--- src/rtl/qibm_pkg.sv ---
`default_nettype none

package qibm_pkg;

    localparam int OUT_INT_BITS = 2;
    localparam int QUEUE_AW = 2;

endpackage

`default_nettype wire

--- src/rtl/qibm_queue.sv ---
`default_nettype none

module qibm_queue #(
    parameter int DATA_W = 8
) (
    input  logic              clk,
    input  logic              rst_n,
    input  logic              push_valid,
    output logic              push_ready,
    input  logic [DATA_W-1:0] push_data,
    output logic              pop_valid,
    input  logic              pop_ready,
    output logic [DATA_W-1:0] pop_data
);

    import qibm_pkg::*;

    localparam int DEPTH = 1 << QUEUE_AW;

    logic [DATA_W-1:0]   entry_reg [DEPTH];
    logic [QUEUE_AW-1:0] wr_ptr_reg, wr_ptr_next, rd_ptr_reg, rd_ptr_next;
    logic [QUEUE_AW:0]   count_reg, count_next;
    logic                push, pop;

    assign push_ready = count_reg != (QUEUE_AW + 1)'(DEPTH);
    assign pop_valid  = count_reg != '0;
    assign push       = push_valid && push_ready;
    assign pop        = pop_valid && pop_ready;
    assign pop_data   = entry_reg[rd_ptr_reg];

    always_comb
    begin
        wr_ptr_next = push ? wr_ptr_reg + 1'b1 : wr_ptr_reg;
        rd_ptr_next = pop ? rd_ptr_reg + 1'b1 : rd_ptr_reg;
        count_next  = count_reg;
        if (push && !pop)
        begin
            count_next = count_reg + 1'b1;
        end
        else if (pop && !push)
        begin
            count_next = count_reg - 1'b1;
        end
    end

    always_ff @(posedge clk or negedge rst_n)
    begin
        if (!rst_n)
        begin
            wr_ptr_reg <= '0;
            rd_ptr_reg <= '0;
            count_reg  <= '0;
        end
        else
        begin
            wr_ptr_reg <= wr_ptr_next;
            rd_ptr_reg <= rd_ptr_next;
            count_reg  <= count_next;
        end
    end

    always_ff @(posedge clk)
    begin
        if (push)
        begin
            entry_reg[wr_ptr_reg] <= push_data;
        end
    end

endmodule

`default_nettype wire

--- config.mk ---
export PLATFORM = sky130hd
export DESIGN_NAME = qibm_queue
export DESIGN_NICKNAME = d
export VERILOG_FILES = /design/src/rtl/qibm_pkg.sv /design/src/rtl/qibm_queue.sv
export SDC_FILE = /design/constraint.sdc
export NUM_CORES = 1
export LEC_CHECK = 0
export BUFFER_PORTS_ARGS = -buffer_cell sky130_fd_sc_hd__buf_2
export CAP_MARGIN = 20
export CORE_ASPECT_RATIO = 0.6
export CORE_MARGIN = 1.5
export CORE_UTILIZATION = 55
export DETAILED_ROUTE_END_ITERATION = 12
export HOLD_SLACK_MARGIN = 0.1
export PLACE_DENSITY = 0.77
export SLEW_MARGIN = 20
export SYNTH_ARGS = -nofsm -noshare
export SYNTH_HDL_FRONTEND = slang
export SYNTH_SLANG_ARGS = --single-unit
--- constraint.sdc ---
create_clock -name clk -period 2.8 [get_ports clk]
set_input_delay 0.56 -clock clk [delete_from_list [all_inputs] [get_ports clk]]
set_output_delay 0.56 -clock clk [all_outputs]
set_load 0.02 [all_outputs]
# Word level (Yosys, flattened, before mapping)
# Memory sizes are Yosys's and may differ from the RTL's.
# Cells that the tools add are included.
[word_totals] input_bits=12 ramBits=32 mem_count=1 reg_bits=7
[classes] reduce_logical=8 muxes=4 n_addsub=4 eq_ne=1
[memory_table] memory="entry_reg" depth=4 word_bits=8 read_ports=1 rd_clocked_by_memory_dff=0 wr=1 line="qibm_queue.sv:20" source="logic [DATA_W-1:0] entry_reg [DEPTH];"
[op_table] operator="$mux 3" n=2
[op_table] operator="$add 2x1->2 const B" n=2
[op_table] operator="$logic_and 1x1->1" n=4
[op_table] operator="$add 3x1->3 const B" n=1
[op_table] operator="$ne 3x3->1 const B" n=1
[op_table] operator="$reduce_bool 3->1" n=1
[op_table] operator="$sub 3x1->3 const B" n=1
[op_table] operator="$logic_not 1->1" n=2
[op_table] operator="$mux 1" n=2
[op_table] operator="$reduce_bool 2->1" n=1

# Logic depth before layout (Yosys ltp)
# Gate-level depths: netlist of run 1.
[logic_depth] depth_word=6 depth_mapped=8 ltp_nobuf=8

# Least setup slack after synthesis of run 1
# No wires, ideal clock.
[synth_timing] path_kind="register to register" startpoint="reg count_reg[0]" endpoint="reg count_reg[2]" path_stages_with_launch=9 setup_time_ns=0.079 path_buffers=0 synth_period_minus_slack_ns=1.988 arrival_time_ns=1.909 path_slack_ns=0.812 cell_sequence="dfrtp_1 -> or3_4 -> nand2_4 -> ha_1 -> inv_1 -> fa_1 -> xor2_1 -> nor2_1 -> xor2_1"
[synth_between] elab_chain_len=5 word_cells_on_any_way=13 cone_classes="add/sub (2); eq/ne (1); mux (2); reduce/logical (8)"
[synth_lines] item="start, declared" line="qibm_queue.sv:22" source="logic [QUEUE_AW:0] count_reg, count_next;"
[synth_lines] item="start signal, assigned" line="qibm_queue.sv:58" source="count_reg <= count_next;"
[synth_lines] item="$reduce_bool 3->1 *" line="qibm_queue.sv:26" source="assign pop_valid = count_reg != '0;"
[synth_lines] item="via pop_valid" line="qibm_queue.sv:11" source="output logic pop_valid,"
[synth_lines] item="$logic_and 1x1->1 *" line="qibm_queue.sv:28" source="assign pop = pop_valid && pop_ready;"
[synth_lines] item="$logic_not 1->1" line="qibm_queue.sv:36" source="if (push && !pop)"
[synth_lines] item="$logic_and 1x1->1" line="qibm_queue.sv:36"
[synth_lines] item="$mux 3 / $reduce_bool 2->1 (equally long branches)"
# Mark *: on every way through the listed nets, which the timed path passes. The rest lies on a longest branch. The select of a mux whose other input is x is not followed.
# A chain may end at the register's enable or synchronous reset.

# Worst setup path after layout of run 1
[layout_timing] startpoint="reg rd_ptr_reg[0]" endpoint="out pop_data[4]"
[layout_between] elab_chain_len=1
[layout_lines] item="start, declared" line="qibm_queue.sv:21" source="logic [QUEUE_AW-1:0] wr_ptr_reg, wr_ptr_next, rd_ptr_reg, rd_ptr_next;"
[layout_lines] item="start signal, assigned" line="qibm_queue.sv:57" source="rd_ptr_reg <= rd_ptr_next;"
[layout_lines] item="$mem_v2 4x8"
[layout_lines] item="end, declared" line="qibm_queue.sv:13" source="output logic [DATA_W-1:0] pop_data"
# Every way passes these cells.

==> impl_metrics.toml, run 1 <==
[clock_tree]
clock_path_buffers = 2
worstSkewPairLatency_ns = 0.29
cts_buffers = 5
clock-root-buffer = "clkbuf_8"
clk_pin_slew_ns = 0.06
cts.sink_count = 39
cts.hold.buffers_added = 0
cts_tree = "built"
cts_max_level = 2
post_cts_resized = 0
post-cts-setup-buffers = 0

[timing]
rsz0062_at_grt = "false"
slew_headroom_pct = 60.3
slew_viol_final = 0
setup-violations-final = 0
tns_ns = 0
fin_skew_ns = 0.00907
max_freq_mhz = 430
period_needed_ns = 2.32
worst_slew_pin_slew_ns = 0.596
hold_viol = 0
fin_crit_sh_pct = 83.0

[cells_and_area]
layout-drive-gt1-share_pct = 39.4
fin_area_mm2 = 0.00180
fin_nets = 121
largest_reg_flops = 32
layout_common_cells = "edfxtp_1 (32), buf_2 (21), mux4_2 (8)"
syn2layout_area_growth_pct = 13.4
n_antenna_cell = 0
fin_util_pct = 68.8
layout_commonest_cell = "edfxtp_1"

[synthesis]
yosysSeqAreaShare_pct = 71.7
postSynthAreaPerCell_um2 = 20.6
ys_seq_elements = 39
yosys.cell_types.count = 20
syn-instance-count = 77
ys_warn_count = 0
synth_fp_nets = 95
syn-cell-area_mm2 = 0.00158

[worst_setup_path]
crit_chain = "mux4_2 > buf_2"
cp_data_arrival_time_ns = 1.76
startpoint_type = "flop"
cp-end-kind = "output port"
path_max_fanout = 10
critPathKind = "reg2out"
crit_path_top_delay_cell = "dfrtp_1"
timing.critical_path.slowest_cell_delay_ns = 0.72
critPathRequiredTime_ns = 2.24

[power_and_ir_drop]
power_switching_uw = 643
p_total_mw = 1.92
power_frac_seq_pct = 48.1
power.density_mw_per_mm2 = 1070
ir_worst_vdd_v = 0.000482
p_comb_share_pct = 33.4
switching_share_pct = 33.6
p_leak_nw = 0.667
pwr-share-clk_pct = 18.5
internal-power_mw = 1.27

[worst_hold_path]
hp-class = "in2async"

[grt]
grt.overflow.total = 0
grt_max_degree = 12
antenna_found_initial = 0
grt_pass1_wl_mm = 3.98
grt_use_total_pct = 18.8
first_global_vias = 832

[route]
drc_errors = 0
first_iter_violations = 54
vias = 748
finalWirelength_mm = 2.46
viasPerCell = 5.50
drt-pass1-iter-count = 4
ant_nets = 0
drt-wirelength-per-cell_um = 18.1

[place]
port_buffers = 21
place.gp.congestion = 0.739
dp_hpwl_mm = 1.79
placed_cell_area_mm2 = 0.00172

[flow_run]
drv_cap = 0

[die]
initial_core_util_pct = 60.7
die_w_um = 72.3
fp-row-count = 14
ios = 22
die_h_um = 44.6
fp.dieArea_mm2 = 0.00322
core_area_mm2 = 0.00261

[outcome]
status = "complete, no violations"
==> final timing paths <==
path	startpoint	depth (start not counted)	slack, ns	end
worst min register to register	count_reg[2]	1	0.54	count_reg[2]
max in group asynchronous	rst_n	1	2.53	count_reg[0]
min in group clk	push_data[7]	1	0.49	entry_reg[3][7]
worst min-delay path	rst_n	1	0.10	wr_ptr_reg[0]
worst max-delay path	rd_ptr_reg[0]	2	0.48	pop_data[4]
worst max register to register	count_reg[0]	8	0.71	count_reg[2]
==> power groups by stage <==
stage	Combinational [mW]	Sequential [mW]	Clock, mW
CTS	0.650	0.927	0.359
global route	0.692	0.945	0.380
detailed placement	0.649	0.939	0
global placement	0.625	0.929	0
floorplan	0.553	0.851	0
finish	0.640	0.922	0.355
==> per-stage QoR <==
step                setup slack, ns  hold slack, ns  std cells
finish                        0.476           0.101        136
global route                  0.385           0.105        136
CTS                           0.446           0.102        136
detailed placement            0.609           0.407        128
global placement              0.684           0.403        128
floorplan                     0.812           0.264         77
==> Yosys cell counts, drive strengths merged <==
| cell type | count | area [µm²] |
|---|---|---|
| a21boi | 1 | 11.3 |
| inv | 3 | 11.3 |
| nand3 | 1 | 10.0 |
| clkbuf | 1 | 5.00 |
| mux2 | 2 | 26.3 |
| xor2 | 2 | 17.5 |
| nand2 | 2 | 15.0 |
| xnor2 | 4 | 35.0 |
| edfxtp | 32 | 961 |
| and2 | 4 | 25.0 |
| dfrtp | 7 | 175 |
| or3 | 1 | 11.3 |
| nor2 | 2 | 10.0 |
| ha | 5 | 62.6 |
| mux4 | 8 | 180 |
| fa | 1 | 20.0 |
| buf | 1 | 7.51 |
==> area by class of cell <==
class                           count  area, µm²
Sequential cell                    39       1140
Fill cell                         165        813
Multi-Input combinational cell     33        424
Timing Repair Buffer               21        105
Clock buffer                        8       80.1
Tap cell                           32       40.0
Inverter                            3       11.3
==> logic make-up (layout without fill, tap and decap cells) <==
logic type      after synthesis  count (layout)  share of synthesized area, %
compound gates                1               1                         0.711
xor+xnor                      6               6                          3.32
fa+ha+maj                     6               6                          5.21
buf+inv                       5              32                          1.50
flops                        39              39                          71.7
mux                          10              10                          13.0
simple gates                 10              10                          4.50
==> critical path: cells and delay by family, from the launching register on <==
family | cells | cell delay, ns
buffers and inverters | 1 | 0.17
DFF | 1 | 0.72
muxes | 1 | 0.58
==> layer usage <==
layer,vias up,GRT usage (%),routed length [µm]
li1,345,-,-
met1,374,22.9,1140
met2,20,30.6,1150
met3,9,6.38,109
met4,0,10.6,65
met5,-,0,0
No activity file was read; power rests on OpenSTA's default activity.
==> run 2: changes to the inputs <==
--- a/config.mk
+++ b/config.mk
@@ -5,6 +5,7 @@
 export SDC_FILE = /design/constraint.sdc
 export NUM_CORES = 1
 export LEC_CHECK = 0
+export ABC_AREA = 1
 export BUFFER_PORTS_ARGS = -buffer_cell sky130_fd_sc_hd__buf_2
 export CAP_MARGIN = 20
 export CORE_ASPECT_RATIO = 0.6
@@ -12,7 +13,7 @@
 export CORE_UTILIZATION = 55
 export DETAILED_ROUTE_END_ITERATION = 12
 export HOLD_SLACK_MARGIN = 0.1
-export PLACE_DENSITY = 0.77
+export PLACE_DENSITY = 0.76
 export SLEW_MARGIN = 20
 export SYNTH_ARGS = -nofsm -noshare
 export SYNTH_HDL_FRONTEND = slang
==> constraint.sdc (replaced) <==
create_clock -name clk -period 2.25 [get_ports clk]
set_input_delay 0.45 -clock clk [delete_from_list [all_inputs] [get_ports clk]]
set_output_delay 0.45 -clock clk [all_outputs]
set_load 0.02 [all_outputs]
==> run 2 against run 1 <==
Net effect: non-clock buffer count is 5 higher; register-to-register slack worse by 0.30 ns; clock power is 22% higher; total power is 32% higher; clock skew is 0.0022 ns lower; design area is 9.4% higher; area after synthesis is 9.3% higher; worst hold slack better by 0.28 ns; die area is 8.8% higher; combinational power is 58% higher; sequential power is 17% higher; first-iteration DRC count is 9.3% lower.
==> impl_metrics.toml, run 2 <==
[outcome]
status = "complete, no violations"

[worst_setup_path]
cp_data_arrival_time_ns = 1.54
startpoint = "rd_ptr_reg[0]"
startpoint_type = "flop"
r2r_start = "count_reg[0]"
critPathKind = "reg2out"
path_max_fanout = 33
cp-end-kind = "output port"
critPathRequiredTime_ns = 1.80

[cells_and_area]
layout_commonest_cell = "nand2_1"
syn2layout_area_growth_pct = 13.5
final_cells = 224
layout_common_cells = "nand2_1 (41), edfxtp_1 (32), inv_1 (30)"
layout-drive-gt1-share_pct = 18.1
largest_reg_flops = 32
n_antenna_cell = 0
fin_nets = 199

[grt]
first_global_vias = 927
grt_use_total_pct = 18.8
antenna_found_initial = 0
grt_max_degree = 34
grt.overflow.total = 0
grt_pass1_wl_mm = 4.38

[clock_tree]
cts_tree = "built"
clock_path_buffers = 2
cts.sink_count = 39
clock-root-buffer = "clkbuf_8"
clk_pin_slew_ns = 0.07
cts_max_level = 2
worstSkewPairLatency_ns = 0.29
post-cts-setup-buffers = 0
post_cts_resized = 0
cts_buffers = 5

[place]
place_inst = 215
dp_hpwl_mm = 1.96
port_buffers = 21
place.gp.congestion = 0.838

[synthesis]
synth_edf_count = 32
synthMostInstantiatedCell = "nand2_1"
yosys-top-cells-count = "nand2_1 (41), edfxtp_1 (32), inv_1 (30)"
synthFlopType = "edfxtp_1"
yosys-top-cells-area = "edfxtp_1 (55%), dfrtp_1 (10%), nand2_1 (8.9%), o211ai_1 (6.9%), inv_1 (6.5%)"
synth_fp_nets = 170
postSynthAreaPerCell_um2 = 11.4
synth.largest_area_cell = "edfxtp_1"
yosysSeqAreaShare_pct = 65.6
postSynth.asyncResetShare_pct = 17.9
ys_warn_count = 0
yosysTopAreaCellShare_pct = 55.5
syn-cell-area_mm2 = 0.00173
yosys.cell_types.count = 17
syn-instance-count = 152
ys_seq_elements = 39

[power_and_ir_drop]
power.density_mw_per_mm2 = 1280
ir_worst_vdd_v = 0.000597
p_leak_nw = 0.886

[timing]
rsz0062_at_grt = "false"
slew_headroom_pct = 67.7
setup-violations-final = 0
tns_ns = 0
max_freq_mhz = 502
slew_viol_final = 0
hold_viol = 0
fin_skew_ns = 0.00690
worst_slew_pin_slew_ns = 0.484
period_needed_ns = 1.99
fin_crit_sh_pct = 88.6

[worst_hold_path]
hp-class = "in2reg"
min_from = "push_data[6]"

[die]
core_area_mm2 = 0.00293
die_w_um = 75.4
initial_core_util_pct = 59.1
ios = 22
die_h_um = 46.5
fp.dieArea_mm2 = 0.00351
fp-row-count = 15

[route]
drc_errors = 0
drt-pass1-iter-count = 4
drt-wirelength-per-cell_um = 12.4
vias = 1076
finalWirelength_mm = 2.79
viasPerCell = 4.80
first_iter_violations = 49
ant_nets = 0

[flow_run]
drv_cap = 0
==> run 2: final cells by class <==
type / instances / area (µm²)
tap: 42 / 52.6
fill: 240 / 962
timing repair buffer: 26 / 145
clock buffer: 8 / 80.1
multi-input combinational: 77 / 432
sequential: 39 / 1140
inverter: 32 / 120
==> run 2: metrics by stage <==
stage          util [%]  setup slack, ns  hold WS, ns  power, mW  instance area, µm²
6_report           67.1            0.257        0.377       2.52                1970
5_1_grt            67.1            0.102        0.368       2.72                1970
4_1_cts            67.1            0.258        0.370       2.55                1970
3_5_place_dp       64.1            0.414        0.295       2.11                1880
3_3_place_gp       64.1            0.463        0.295       2.07                1880
2_1_floorplan         -            0.399        0.154       1.86                1730
==> run 2: kinds of logic after synthesis <==
logic type / after synthesis / share of synthesized area [%]
AO/OA/AOI/OAI: 17 / 7.23
XOR/XNOR: 1 / 0.506
adder cells (fa/ha/maj): 6 / 4.77
buffers and inverters: 36 / 9.47
flip-flops: 39 / 65.6
AND/OR/NAND/NOR: 53 / 12.4
==> run 2: report_power, final <==
| part | leakage, nW | internal [mW] | total [mW] | switching (mW) |
|---|---|---|---|---|
| Sequential | 0.378 | 0.972 | 1.08 | 0.108 |
| Clock | 0.0395 | 0.220 | 0.434 | 0.214 |
| Combinational | 0.469 | 0.346 | 1.01 | 0.664 |
| Total | 0.886 | 1.54 | 2.52 | 0.986 |
==> run 2: routing by layer <==
metal / vias up / GRT usage (%) / routed length [µm] / part of all wire (%)
met4: 0 / 7.50 / 50 / 1.8
li1: 559 / - / - / -
met5: - / 0 / 0 / 0
met2: 17 / 27.5 / 1240 / 44
met3: 7 / 6.56 / 101 / 3.6
met1: 493 / 26.1 / 1400 / 50
==> run 2: what timing repair did <==
item                                    4_1_cts  5_1_grt
endpoints found under the hold margin         7        0
endpoints found under the setup margin        0        0
hold buffers                                  1        0
==> run 2: worst paths after layout <==
check,cells past startpoint,slack [ns],to
hold / removal,1,0.38,entry_reg[0][6]
setup / recovery,5,0.26,pop_data[5]
max in group asynchronous,2,1.56,wr_ptr_reg[1]
hold reg to reg,2,0.53,rd_ptr_reg[0]
setup reg to reg,10,0.41,count_reg[2]
min in group asynchronous,2,0.53,count_reg[0]
==> run 2: worst max-delay path: stages, from the launching register on <==
cell      delay, ns
dfrtp_1        0.40
inv_2          0.38
nand2_1        0.11
o211ai_1       0.11
nand2_1        0.09
buf_2          0.16
==> run 3: changes to the inputs <==
--- a/config.mk
+++ b/config.mk
@@ -9,11 +9,10 @@
 export BUFFER_PORTS_ARGS = -buffer_cell sky130_fd_sc_hd__buf_2
 export CAP_MARGIN = 20
 export CORE_ASPECT_RATIO = 0.6
-export CORE_MARGIN = 1.5
-export CORE_UTILIZATION = 55
+export CORE_UTILIZATION = 51
 export DETAILED_ROUTE_END_ITERATION = 12
 export HOLD_SLACK_MARGIN = 0.1
-export PLACE_DENSITY = 0.76
+export PLACE_DENSITY = 0.74
 export SLEW_MARGIN = 20
 export SYNTH_ARGS = -nofsm -noshare
 export SYNTH_HDL_FRONTEND = slang
==> constraint.sdc (replaced) <==
create_clock -name clk -period 1.6 [get_ports clk]
set_input_delay 0.32 -clock clk [delete_from_list [all_inputs] [get_ports clk]]
set_output_delay 0.32 -clock clk [all_outputs]
set_load 0.02 [all_outputs]
==> run 3 against run 2 <==
Net effect: the flow now finishes with violations (setup timing); sequential power up 40%; final cell count grew 6.3%; setup slack got worse by 0.34 ns; via count is 9.7% higher; core utilization rose by 5.2 points; worst hold slack worse by 0.13 ns; highest routed layer unchanged.
==> impl_metrics.toml, run 3 (synthesis results as in run 2) <==
[worst_setup_path]
cp-end-kind = "output port"
critPathRequiredTime_ns = 1.28
cp_data_arrival_time_ns = 1.37
critPathKind = "reg2out"
r2r_start = "count_reg[2]"
startpoint = "rd_ptr_reg[0]"
startpoint_type = "flop"
path_max_fanout = 16

[route]
drt-pass1-iter-count = 4
drc_errors = 0
drt-wirelength-per-cell_um = 13.9
ant_nets = 0
viasPerCell = 4.96
first_iter_violations = 45
finalWirelength_mm = 3.31
vias = 1180

[timing]
rsz0062_at_grt = "true"
tns_ns = -0.622
setup-violations-final = 10
hold_viol = 0
fin_crit_sh_pct = 105
slew_headroom_pct = 83.2
max_freq_mhz = 592
slew_viol_final = 0
period_needed_ns = 1.69
fin_skew_ns = 0.00703
worst_slew_pin_slew_ns = 0.252
final.setup.worst_slack_ns = -0.0879

[place]
dp_hpwl_mm = 2.18
port_buffers = 21
place.gp.congestion = 0.879

[worst_hold_path]
min_from = "push_data[2]"
hp-class = "in2reg"

[die]
die_w_um = 77.2
die_h_um = 47.1
fp.dieArea_mm2 = 0.00364
core_area_mm2 = 0.00304
fp-row-count = 15
initial_core_util_pct = 57.0
ios = 22

[cells_and_area]
n_antenna_cell = 0
fin_nets = 213
layout_common_cells = "nand2_1 (37), edfxtp_1 (32), inv_1 (25)"
layout_commonest_cell = "nand2_1"
fin_util_pct = 72.3
layout-drive-gt1-share_pct = 32.1
syn2layout_area_growth_pct = 27.0
largest_reg_flops = 32
num-fill-cells = 220

[power_and_ir_drop]
switching_share_pct = 37.6
internal-power_mw = 2.68
p_comb_share_pct = 45.5
p_total_mw = 4.29
power_switching_mw = 1.61
power.density_mw_per_mm2 = 1950
power_frac_seq_pct = 35.1
p_leak_nw = 0.991
pwr-share-clk_pct = 19.4
ir_worst_vdd_v = 0.00125

[grt]
grt_pass1_wl_mm = 4.84
first_global_vias = 1042
grt.overflow.total = 0
antenna_found_initial = 0
grt_max_degree = 33
grt_use_total_pct = 19.1

[flow_run]
drv_cap = 0

[outcome]
violations = "setup timing"
status = "complete, but fails checks"

[clock_tree]
clk_pin_slew_ns = 0.07
cts_tree = "built"
worstSkewPairLatency_ns = 0.28
cts_max_level = 2
cts_buffers = 5
clock_path_buffers = 2
clock-root-buffer = "clkbuf_8"
cts.sink_count = 39
[run 3: final cells by class]
type                            count  area [µm²]  share of cell area, %
Timing Repair Buffer               40         280                   12.7
Inverter                           32         123                   5.57
Multi-Input combinational cell     77         490                   22.3
Clock inverter                      2        35.0                   1.59
Clock buffer                        6        82.6                   3.75
Tap cell                           42        52.6                   2.39
Sequential cell                    39        1140                   51.6
[run 3: worst max-delay path, stage by stage (launching register included)]
cell and delay [ns]:
dfrtp_1 0.41, inv_2 0.09, clkbuf_16 0.18, o211ai_1 0.16, nand2_1 0.08, buf_2 0.16
[run 3: power by group through the flow]
| stage | clock [mW] | combinational, mW | sequential (mW) |
|---|---|---|---|
| finish | 0.831 | 1.95 | 1.51 |
| global route | 0.891 | 2.17 | 1.52 |
| CTS | 0.848 | 1.74 | 1.50 |
| detailed placement | 0 | 1.69 | 1.53 |
| global placement | 0 | 1.62 | 1.51 |
| floorplan | 0 | 1.22 | 1.49 |
[run 3: final timing paths]
check,depth (start not counted),slack (ns),to
max in group asynchronous,2,1.04,wr_ptr_reg[1]
setup reg to reg,10,-0.05,count_reg[2]
hold / removal,1,0.25,entry_reg[1][2]
min in group asynchronous,2,0.40,count_reg[1]
setup / recovery,5,-0.09,pop_data[0]
hold reg to reg,2,0.54,wr_ptr_reg[0]
[run 3: per-stage QoR]
step	hold WS (ns)	cell area [µm²]	worst slack (ns)	std cells
5_1_grt	0.238	2200	-0.178	238
3_3_place_gp	0.164	1980	0.0110	221
3_5_place_dp	0.168	1980	-0.0405	221
6_report	0.250	2200	-0.0879	238
4_1_cts	0.242	2130	-0.0915	232
2_1_floorplan	0.0244	1770	-0.0619	152
[run 3: metal layers]
layer  GRT usage (%)  vias up  share of wire, %
li1                -      586                 -
met1            24.5      553                42
met2            32.7       37                51
met3            5.83        4               6.0
met4            5.66        0              0.79
met5               0        -                 0
[run 3: timing repair]
action                                 CTS  global route
cloned                                   0             1
pin swaps                                6             4
setup endpoints to repair               10            10
endpoints found under the hold margin    7             0
resized for setup                        3             4
setup buffers                            2             5
hold buffers                             1             0
